--- src/hztd_pkg.sv ---
// ----------------------------------------------------------------------------
// hztd_pkg
// Shared types, codes and byte classes for the HZ text decoder.
// ----------------------------------------------------------------------------
package hztd_pkg;

	localparam logic [7:0] CH_TILDE       = 8'h7E;
	localparam logic [7:0] CH_OPEN_BRACE  = 8'h7B;
	localparam logic [7:0] CH_CLOSE_BRACE = 8'h7D;
	localparam logic [7:0] CH_NEWLINE     = 8'h0A;
	localparam logic [7:0] HIGH_BIT_MASK  = 8'h80;
	localparam logic [7:0] LOW_SEVEN_MASK = 8'h7F;

	// Decoder mode, one-hot.
	typedef enum logic [5:0] {
		MODE_ASCII    = 6'b000001,
		MODE_TILDE    = 6'b000010,
		MODE_TILDE_GB = 6'b000100,
		MODE_GB       = 6'b001000,
		MODE_GB1      = 6'b010000,
		MODE_GR1      = 6'b100000
	} mode_t;

	// Token kinds as seen on the output tuser field.
	typedef enum logic [2:0] {
		KIND_ASCII = 3'd0,
		KIND_GB    = 3'd1,
		KIND_UNK1  = 3'd2,
		KIND_UNK2  = 3'd3,
		KIND_END   = 3'd4
	} kind_t;

	typedef struct packed {
		logic        valid;
		kind_t       kind;
		logic [15:0] value;
	} token_t;

	// Graphic byte of the left half.
	function automatic logic is_gl(input logic [7:0] b);
		return (b >= 8'h21) && (b <= 8'h7E);
	endfunction

	// Graphic byte of the right half.
	function automatic logic is_gr(input logic [7:0] b);
		return (b >= 8'hA1) && (b <= 8'hFE);
	endfunction

endpackage

--- src/hztd_decode.sv ---
// ----------------------------------------------------------------------------
// hztd_decode
// Next-state and token logic for one byte of HZ text.
// ----------------------------------------------------------------------------
module hztd_decode (
	input  hztd_pkg::mode_t  mode,
	input  logic [7:0]       prev_byte,
	input  logic [7:0]       data_byte,
	input  logic             end_of_text,
	output hztd_pkg::mode_t  mode_next,
	output logic [7:0]       prev_next,
	output hztd_pkg::token_t tok
);

	logic [15:0]      pair;
	logic [7:0]       low7;
	hztd_pkg::mode_t  m;
	hztd_pkg::token_t t;
	logic             pending;

	assign pair = {prev_byte, data_byte};
	assign low7 = data_byte & hztd_pkg::LOW_SEVEN_MASK;

	always_comb begin
		m = mode;
		t = '{valid: 1'b0, kind: hztd_pkg::KIND_END, value: 16'd0};
		unique case (mode)
			hztd_pkg::MODE_TILDE: begin
				if (data_byte == hztd_pkg::CH_OPEN_BRACE) begin
					m = hztd_pkg::MODE_GB;
				end else begin
					if (data_byte == hztd_pkg::CH_TILDE) begin
						t = '{valid: 1'b1, kind: hztd_pkg::KIND_ASCII,
						      value: {8'd0, data_byte}};
					end else if (data_byte != hztd_pkg::CH_NEWLINE) begin
						t = '{valid: 1'b1, kind: hztd_pkg::KIND_UNK2, value: pair};
					end
					m = hztd_pkg::MODE_ASCII;
				end
			end
			hztd_pkg::MODE_TILDE_GB: begin
				if (data_byte == hztd_pkg::CH_CLOSE_BRACE ||
				    data_byte == hztd_pkg::CH_NEWLINE) begin
					m = hztd_pkg::MODE_ASCII;
				end else begin
					t = '{valid: 1'b1,
					      kind: hztd_pkg::is_gl(low7) ? hztd_pkg::KIND_GB
					                                  : hztd_pkg::KIND_UNK2,
					      value: pair};
					m = hztd_pkg::MODE_GB;
				end
			end
			hztd_pkg::MODE_GB: begin
				if (data_byte == hztd_pkg::CH_TILDE) begin
					m = hztd_pkg::MODE_TILDE_GB;
				end else if (hztd_pkg::is_gl(low7)) begin
					m = hztd_pkg::MODE_GB1;
				end else begin
					t = '{valid: 1'b1, kind: hztd_pkg::KIND_UNK1,
					      value: {8'd0, data_byte}};
				end
			end
			hztd_pkg::MODE_GB1: begin
				t = '{valid: 1'b1,
				      kind: hztd_pkg::is_gl(low7) ? hztd_pkg::KIND_GB
				                                  : hztd_pkg::KIND_UNK2,
				      value: pair};
				m = hztd_pkg::MODE_GB;
			end
			hztd_pkg::MODE_GR1: begin
				t = '{valid: 1'b1,
				      kind: hztd_pkg::is_gr(data_byte) ? hztd_pkg::KIND_GB
				                                       : hztd_pkg::KIND_UNK2,
				      value: pair};
				m = hztd_pkg::MODE_ASCII;
			end
			default: begin
				// ASCII idle; any other code behaves the same way.
				if (data_byte == hztd_pkg::CH_TILDE) begin
					m = hztd_pkg::MODE_TILDE;
				end else if (hztd_pkg::is_gr(data_byte)) begin
					m = hztd_pkg::MODE_GR1;
				end else if ((data_byte & hztd_pkg::HIGH_BIT_MASK) != 8'd0) begin
					t = '{valid: 1'b1, kind: hztd_pkg::KIND_UNK1,
					      value: {8'd0, data_byte}};
				end else begin
					t = '{valid: 1'b1, kind: hztd_pkg::KIND_ASCII,
					      value: {8'd0, data_byte}};
				end
			end
		endcase
	end

	// A byte that leaves a partial sequence never makes a token itself, so
	// the end of text flush never competes with one.
	assign pending = (m == hztd_pkg::MODE_TILDE) || (m == hztd_pkg::MODE_TILDE_GB) ||
	                 (m == hztd_pkg::MODE_GB1)   || (m == hztd_pkg::MODE_GR1);

	always_comb begin
		tok       = t;
		mode_next = m;
		prev_next = data_byte;
		if (end_of_text) begin
			if (pending) begin
				tok = '{valid: 1'b1, kind: hztd_pkg::KIND_UNK1,
				        value: {8'd0, data_byte}};
			end else if (!t.valid) begin
				tok = '{valid: 1'b1, kind: hztd_pkg::KIND_END, value: 16'd0};
			end
			mode_next = hztd_pkg::MODE_ASCII;
			prev_next = 8'd0;
		end
	end

endmodule

--- src/hz_text_decoder.sv ---
// ----------------------------------------------------------------------------
// hz_text_decoder
// Decodes an HZ encoded byte stream into ASCII, GB 2312 and unknown tokens.
// ----------------------------------------------------------------------------
//
// Channel   Direction  Signals                 Contents
// s_*       in         tvalid tready tdata     tdata[7:0] data_byte
//                      tlast                   tlast end_of_text
// m_*       out        tvalid tready tdata     tdata[15:0] token_value
//                      tuser tlast             tuser[2:0] token_kind,
//                                              tlast last_of_run
//
// One byte is taken per cycle while the skid register is not full. Each byte
// makes zero or one token, registered in the result register, or in the skid
// register behind a stalled token. The decode is a single pass of logic from
// the mode and previous-byte registers into the result register. The two-entry
// output buffer lets a byte be taken in the same cycle that a waiting token is
// stalled; s_tready falls only while the skid register is full. Reset puts the
// decoder in ASCII mode with a zero previous byte and empties the buffer.
// ----------------------------------------------------------------------------
module hz_text_decoder (
	input  logic        clk,
	input  logic        arst_n,
	input  logic        s_tvalid,
	output logic        s_tready,
	input  logic [7:0]  s_tdata,   // [7:0] data_byte
	input  logic        s_tlast,   // end_of_text
	output logic        m_tvalid,
	input  logic        m_tready,
	output logic [15:0] m_tdata,   // [15:0] token_value
	output logic [2:0]  m_tuser,   // [2:0] token_kind
	output logic        m_tlast    // last_of_run
);

	// Decoder state: current mode and the byte before the current one.
	hztd_pkg::mode_t  mode_q;
	logic [7:0]       prev_q;

	hztd_pkg::mode_t  mode_next;
	logic [7:0]       prev_next;
	hztd_pkg::token_t tok;

	// Result register and skid register.
	hztd_pkg::token_t out_q;
	hztd_pkg::token_t skid_q;

	logic accept;
	logic push;
	logic pop;

	hztd_decode u_decode (
		.mode        (mode_q),
		.prev_byte   (prev_q),
		.data_byte   (s_tdata),
		.end_of_text (s_tlast),
		.mode_next   (mode_next),
		.prev_next   (prev_next),
		.tok         (tok)
	);

	// The skid register is the only thing that can block the input.
	assign s_tready = !skid_q.valid;
	assign accept   = s_tvalid && s_tready;
	assign push     = accept && tok.valid;
	assign pop      = out_q.valid && m_tready;

	always_ff @(posedge clk or negedge arst_n) begin
		if (!arst_n) begin
			mode_q <= hztd_pkg::MODE_ASCII;
			prev_q <= 8'd0;
		end else if (accept) begin
			mode_q <= mode_next;
			prev_q <= prev_next;
		end
	end

	// When the result register frees up, the skid entry moves first; the
	// input is held off while the skid is full, so no new token arrives then.
	always_ff @(posedge clk or negedge arst_n) begin
		if (!arst_n) begin
			out_q  <= '0;
			skid_q <= '0;
		end else begin
			if (!out_q.valid || pop) begin
				if (skid_q.valid) begin
					out_q        <= skid_q;
					skid_q.valid <= 1'b0;
				end else begin
					out_q.valid <= push;
					if (push) begin
						out_q.kind  <= tok.kind;
						out_q.value <= tok.value;
					end
				end
			end else if (push) begin
				skid_q <= tok;
			end
		end
	end

	assign m_tvalid = out_q.valid;
	assign m_tdata  = out_q.value;
	assign m_tuser  = out_q.kind;
	// A byte never makes more than one token, so every token closes its run.
	assign m_tlast  = 1'b1;

	// The skid register only fills behind a waiting result.
	a_skid_behind_out: assert property (@(posedge clk) disable iff (!arst_n)
		skid_q.valid |-> out_q.valid)
		else $error("skid entry held with an empty result register");

	// The final byte of a text always makes a token.
	a_end_makes_token: assert property (@(posedge clk) disable iff (!arst_n)
		(accept && s_tlast) |-> tok.valid)
		else $error("end of text byte made no token");

	// After the final byte the decoder is ready for a fresh text.
	a_end_resets_state: assert property (@(posedge clk) disable iff (!arst_n)
		(accept && s_tlast) |=> (mode_q == hztd_pkg::MODE_ASCII && prev_q == 8'd0))
		else $error("state not cleared after end of text");

	// A stalled result with a full skid must not be overwritten.
	a_stall_holds: assert property (@(posedge clk) disable iff (!arst_n)
		(out_q.valid && !m_tready && skid_q.valid) |=>
		(out_q.valid && skid_q.valid && $stable(out_q.value)))
		else $error("buffered token lost during stall");

endmodule

--- config.mk ---
export PLATFORM = sky130hd
export DESIGN_NAME = hz_text_decoder
export DESIGN_NICKNAME = d
export VERILOG_FILES = /design/src/hztd_pkg.sv /design/src/hztd_decode.sv /design/src/hz_text_decoder.sv
export SDC_FILE = /design/constraint.sdc
export NUM_CORES = 1
export LEC_CHECK = 0
export ABC_AREA = 1
export BUFFER_PORTS_ARGS = -buffer_cell sky130_fd_sc_hd__buf_2
export CAP_MARGIN = 10
export CORE_UTILIZATION = 30
export CTS_BUF_LIST = sky130_fd_sc_hd__clkbuf_4 sky130_fd_sc_hd__clkbuf_8
export CTS_CLUSTER_SIZE = 8
export DETAILED_ROUTE_END_ITERATION = 10
export SLEW_MARGIN = 30
export SYNTH_ARGS = -nofsm -noshare
export SYNTH_HDL_FRONTEND = slang
export SYNTH_SLANG_ARGS = --single-unit
--- constraint.sdc ---
create_clock -name clk -period 5.9 [get_ports clk]
set_clock_uncertainty 0.05 [all_clocks]
set_input_delay 1.18 -clock clk [delete_from_list [all_inputs] [get_ports clk]]
set_output_delay 1.18 -clock clk [all_outputs]
set_load 0.02 [all_outputs]
==> results.yml, run 1 <==
route:
  vias: 2663
  ant_nets: 0
  via_per_inst: 4.48
  first_iter_violations: 135
  drt_wl_total_um: 6960
  wl_per_cell_um: 11.7
  dr.pass1.iters: 4
  route.detailed.drc: 0
setup_path:
  worst_ep_required_time_ns: 4.67
  crit_slowest_cell: "clkinv_1"
  critPathKind: "flop to primary output"
  cp.arrival_ns: 2.15
  cp_max_fo: 26
  start_kind: "flop"
  critPathTopFamily: "buffers and inverters"
  cp_cell_sequence: "clkinv_1 -> buf_2"
  timing.critical_path.buf_inv: 2
  cp.depth: 2
  rr_worst_depth: 13
  end_kind: "primary output"
  critPathMaxStageDelay_ns: 0.74
clock_tree:
  htreeDepth: 2
  cts_made_buffers: 5
  cts_root_buf: "clkbuf_8"
  cts.sinks: 54
  cts_buffer_depth: 2
  insertion_delay_ns: 0.31
  cts_setup_buffers: 0
  cts.repair.resized: 0
  cts_tree: "done"
  clk_pin_slew_ns: 0.10
  cts_hold_buf: 0
yosys:
  synth_fa_ha_area_share_pct: 0
  async_flop_share_pct: 100
  synth_top_family_by_area: "simple AND/OR/NAND/NOR gates"
  synthMuxAreaShare_pct: 0
  synth_compound_area_share_pct: 11.7
  ys.warnings.count: 0
  syn_area_um2: 3030
  syn_nets: 445
  synth_flop_cell: "dfrtp_1"
  avgSynthCellArea_um2: 7.01
  ys_top_cells_by_area: "dfrtp_1, nand2_1, nor2_1"
  synth_edf_count: 0
  synthXorXnorAreaFrac_pct: 0
  synth_top_area_share_pct: 43.8
  synth_area_leader_cell: "dfrtp_1"
  synth_cell_types: 28
  ys_ff_latch: 54
  synth_cells: 432
  synthSimpleGateAreaFrac_pct: 34.0
  ys_seq_area_share_pct: 44.7
timing:
  finalSetupViolCount: 0
  layout_setup_ws_ns: 2.52
  holdWs_ns: 0.432
  hold_violations: 0
  period_share_pct: 57.3
  rsz0062_at_grt: "false"
  fmax_mhz: 296
  min_period_ns: 3.38
  slew_viol_final: 0
  tns_ns: 0
  worstMarginPinSlew_ns: 0.714
  relSlewSlack_pct: 52.1
die:
  die_area_um2: 10500
  io_pins: 35
  floorplan.die.width_um: 102
  start_util_pct: 31.0
  row_count: 36
  coreArea_um2: 9770
  die_h_um: 102
power_and_ir_drop:
  p_leak_nw: 1.86
  ir_drop_mv: 0.116
  p_per_area_nw_per_um2: 355
  total_power_mw: 1.21
place:
  gp_congestion: 0.860
  io_buffers: 33
  post-place-cells: 587
  place_area_um2: 3300
  place_hpwl_um: 5070
  pre_cts_ws_ns: 2.44
global_routing:
  grt_max_degree: 55
  grt-ovfl-total: 0
  grt_pass1_vias: 2460
  grt_pass1_wl_um: 11500
  grt_antenna_before_repair: 0
  grt_use_total_pct: 13.8
finish:
  syn_to_final_growth_pct: 12.3
  antenna_cells: 0
  nets: 474
  finish.instance_area_um2: 3400
  mostFrequentLayoutCells: "nand2_1, nor2_1, dfrtp_1, inv_1, buf_2"
  final_util_pct: 34.8
  drive_above_1_share_pct: 15.2
  final_common_cell: "nand2_1"
  finalNonFillerCells: 595
min_path:
  hp-class: "flop to flop"
  hold_depth: 2
status:
  outcome: "finished, final reports clean"
flow_run:
  drv_cap: 0
## kinds of logic (layout without fill, tap and decap cells)
| group | Yosys count | after routing |
|---|---|---|
| buf+inv | 70 | 100 |
| other cells | 1 | 1 |
| flops | 54 | 54 |
| compound gates | 57 | 57 |
| simple gates | 250 | 250 |
## power by group
| part | internal [mW] | switching, mW |
|---|---|---|
| sequential | 0.476 | 0.0576 |
| clock | 0.0970 | 0.128 |
| combinational | 0.144 | 0.304 |
| total | 0.717 | 0.489 |
## cell type report
cell class	instances	area (um^2)
clock buffers	6	82.6
inverters	57	214
repair buffers	35	180
multi-input cells	308	1390
well taps	133	166
flip-flops and latches	54	1350
fillers	1068	6380
clock inverters	2	17.5
## path summary, 6_finish.rpt
check                                              from                       to  slack, ns
worst min-delay path            m_tdata[14]$_DFFE_PN0P_  m_tdata[14]$_DFFE_PN0P_       0.43
worst max-delay path             skid_q[19]$_DFFE_PN0P_                 s_tready       2.52
worst min register to register  m_tdata[14]$_DFFE_PN0P_  m_tdata[14]$_DFFE_PN0P_       0.43
max in group asynchronous                        arst_n    prev_q[5]$_DFFE_PN0P_       4.39
min in group asynchronous                        arst_n   m_tdata[3]$_DFFE_PN0P_       0.93
worst max register to register    mode_q[0]$_DFFE_PN1P_  m_tdata[13]$_DFFE_PN0P_       3.35
## worst register-to-register path: cells and delay by family, from the launching register on
kind	cells	cell delay (ns)
simple gates	10	1.42
flops	1	0.57
compound gates	2	0.24
buf+inv	1	0.18
## Yosys cell counts (2+ instances only)
cell type,instances
inv_1,50
inv_2,6
a21oi_2,2
a21oi_1,6
o21ai_1,12
nor3_1,2
o21ai_0,13
buf_6,2
buf_4,2
nand4_1,4
o211ai_1,8
nand3_1,20
nor2_1,55
clkbuf_1,6
nand3_2,2
nand2_1,153
o22ai_1,13
dfrtp_1,53
nor2_2,5
nand2_2,8
buf_2,3
## flip-flops by register name, summed over array words and instances, names as in the netlist
register	count
m_tuser	3
prev_q	8
skid_q	20
m_tvalid	1
mode_q	6
m_tdata	16
## layer usage
layer / vias to the layer above / track usage (%) / share of wire, %
li1: 1401 / - / -
met1: 1214 / 18.9 / 50
met2: 42 / 22.4 / 46
met3: 6 / 2.39 / 3.0
met4: 0 / 3.85 / 0.86
met5: - / 0 / 0
(Power assumes the default switching activity.)
==> run 2, diff against run 1 <==
==> constraint.sdc (replaced) <==
create_clock -name clk -period 3.13 [get_ports clk]
set_clock_uncertainty 0.05 [all_clocks]
set_input_delay 0.626 -clock clk [delete_from_list [all_inputs] [get_ports clk]]
set_output_delay 0.626 -clock clk [all_outputs]
set_load 0.02 [all_outputs]
==> run 2 against run 1 <==
Combinational power is 90% higher. Non-clock buffer count is 2 higher. Utilization is 0.14 points higher. Sequential power is 89% higher. Clock-buffer cell count stayed put. Final cell count is 0.34% higher. Worst hold slack worse by 0.044 ns. Setup slack worse by 1.9 ns. Cell area is 0.40% higher. Sequential cell count stayed put. First-iteration DRC count is 8.1% higher. Register-to-register slack worse by 2.7 ns. Critical path type is now flop to flop.
==> results.yml, run 2 (same netlist as run 1, synthesis figures left out) <==
setup_path:
  critPathMaxStageDelay_ns: 0.58
  critPathKind: "flop to flop"
  start_kind: "flop"
  cp_max_fo: 31
  cp-endpoint: "m_tdata[8]$_DFFE_PN0P_"
  crit_slowest_cell: "dfstp_2"
  cp_cell_sequence: "nor2_2 -> nand3_1 -> nand3_1 -> nor2_2 -> nand2_1 -> o31ai_4 -> nand2_2 -> nand2_1 -> nand2_2 -> nand2_4 -> inv_2 -> o211ai_1 -> nand2_1"
  cp.arrival_ns: 2.63
  r2r-end: "m_tdata[8]$_DFFE_PN0P_"
  r2r_start: "mode_q[0]$_DFFE_PN1P_"
  worst_ep_required_time_ns: 3.28
  r2r_slack_ns: 0.65
  rr_worst_depth: 13
  cpMostUsedCell: "nand2_1"
  crit_start: "mode_q[0]$_DFFE_PN1P_"
  end_kind: "flop"
status:
  outcome: "finished, final reports clean"
clock_tree:
  cts.sinks: 54
  clk_pin_slew_ns: 0.10
  insertion_delay_ns: 0.31
  cts_setup_buffers: 0
  cts.repair.resized: 0
  cts_buffer_depth: 2
  cts_made_buffers: 5
  cts_tree: "done"
  cts_root_buf: "clkbuf_8"
  htreeDepth: 2
  cts_hold_buf: 0
route:
  drt_wl_total_um: 6970
  vias: 2674
  dr.pass1.iters: 4
  route.detailed.drc: 0
  first_iter_violations: 146
  wl_per_cell_um: 11.7
  via_per_inst: 4.48
  ant_nets: 0
finish:
  regArea_um2: 1350
  final.fill_count: 1073
  drive_above_1_share_pct: 15.5
  mostFrequentLayoutCells: "nand2_1, nor2_1, dfrtp_1, inv_1, buf_2"
  final_common_cell: "nand2_1"
  final_util_pct: 34.9
  nets: 476
  multiInputGateArea_um2: 1390
  regMostFlops: "skid_q"
  antenna_cells: 0
  largest_reg_flops: 20
  syn_to_final_growth_pct: 12.7
die:
  coreArea_um2: 9770
  io_pins: 35
  start_util_pct: 31.0
  floorplan.die.width_um: 102
  die_area_um2: 10500
  row_count: 36
  die_h_um: 102
global_routing:
  grt-ovfl-total: 0
  grt_pass1_wl_um: 11900
  grt_max_degree: 55
  grt_antenna_before_repair: 0
  grt_use_total_pct: 14.5
  grt_pass1_vias: 2445
place:
  gp_congestion: 0.868
  io_buffers: 33
  place_hpwl_um: 5250
timing:
  slew_viol_final: 0
  worstMarginPinSlew_ns: 0.685
  holdWs_ns: 0.388
  relSlewSlack_pct: 54.4
  hold_violations: 0
  fmax_mhz: 404
  finalSetupViolCount: 0
  tns_ns: 0
  min_period_ns: 2.48
  period_share_pct: 79.1
  rsz0062_at_grt: "false"
power_and_ir_drop:
  p_leak_nw: 1.86
  p_per_area_nw_per_um2: 669
  ir_drop_mv: 0.218
  total_power_mw: 2.28
flow_run:
  drv_cap: 0
min_path:
  hp-class: "input pin to async pin"
[run 2: metrics by stage]
stage,setup WS [ns],cell area (um^2),instances
finish,0.654,3410,597
global route,0.261,3410,597
CTS,0.640,3410,597
detailed placement,0.330,3310,589
global placement,0.337,3310,589
floorplan,0.965,3030,432
[run 2: worst max-delay path, delay by kind of cell (launching register included)]
| kind | cells | cell delay [ns] |
|---|---|---|
| AOI/OAI and AO/OA | 2 | 0.22 |
| buffers and inverters | 1 | 0.15 |
| DFF | 1 | 0.58 |
| and+or+nand+nor | 10 | 1.35 |
[run 2: how the worst min path moves through the flow]
| stage | from | end | slack, ns |
|---|---|---|---|
| CTS | arst_n | skid_q[1]$_DFFE_PN0P_ | 0.41 |
| finish | arst_n | m_tuser[1]$_DFFE_PN0P_ | 0.39 |
| detailed placement | m_tuser[2]$_DFFE_PN0P_ | m_tuser[2]$_DFFE_PN0P_ | 0.41 |
| global route | arst_n | m_tdata[2]$_DFFE_PN0P_ | 0.45 |
| floorplan | arst_n | m_tdata[0]$_DFFE_PN0P_ | 0.28 |
| global placement | m_tdata[2]$_DFFE_PN0P_ | m_tdata[2]$_DFFE_PN0P_ | 0.41 |
[run 2: layout make-up]
cell class	count	share of cell area (%)
Clock buffer	6	2.42
Multi-Input combinational cell	308	40.6
Clock inverter	2	0.477
Inverter	57	6.27
Sequential cell	54	39.6
Timing Repair Buffer	37	5.72
Tap cell	133	4.88
[run 2: power by group]
| part | switching [mW] | internal [mW] | total, mW |
|---|---|---|---|
| Clock | 0.242 | 0.183 | 0.425 |
| Combinational | 0.574 | 0.274 | 0.849 |
| Sequential | 0.111 | 0.898 | 1.01 |
[run 2: layer usage]
| layer | GRT usage, % | part of all wire (%) |
|---|---|---|
| met3 | 2.26 | 3.2 |
| met4 | 3.30 | 0.90 |
| met2 | 23.6 | 48 |
| met1 | 20.3 | 48 |
| met5 | 0 | 0 |
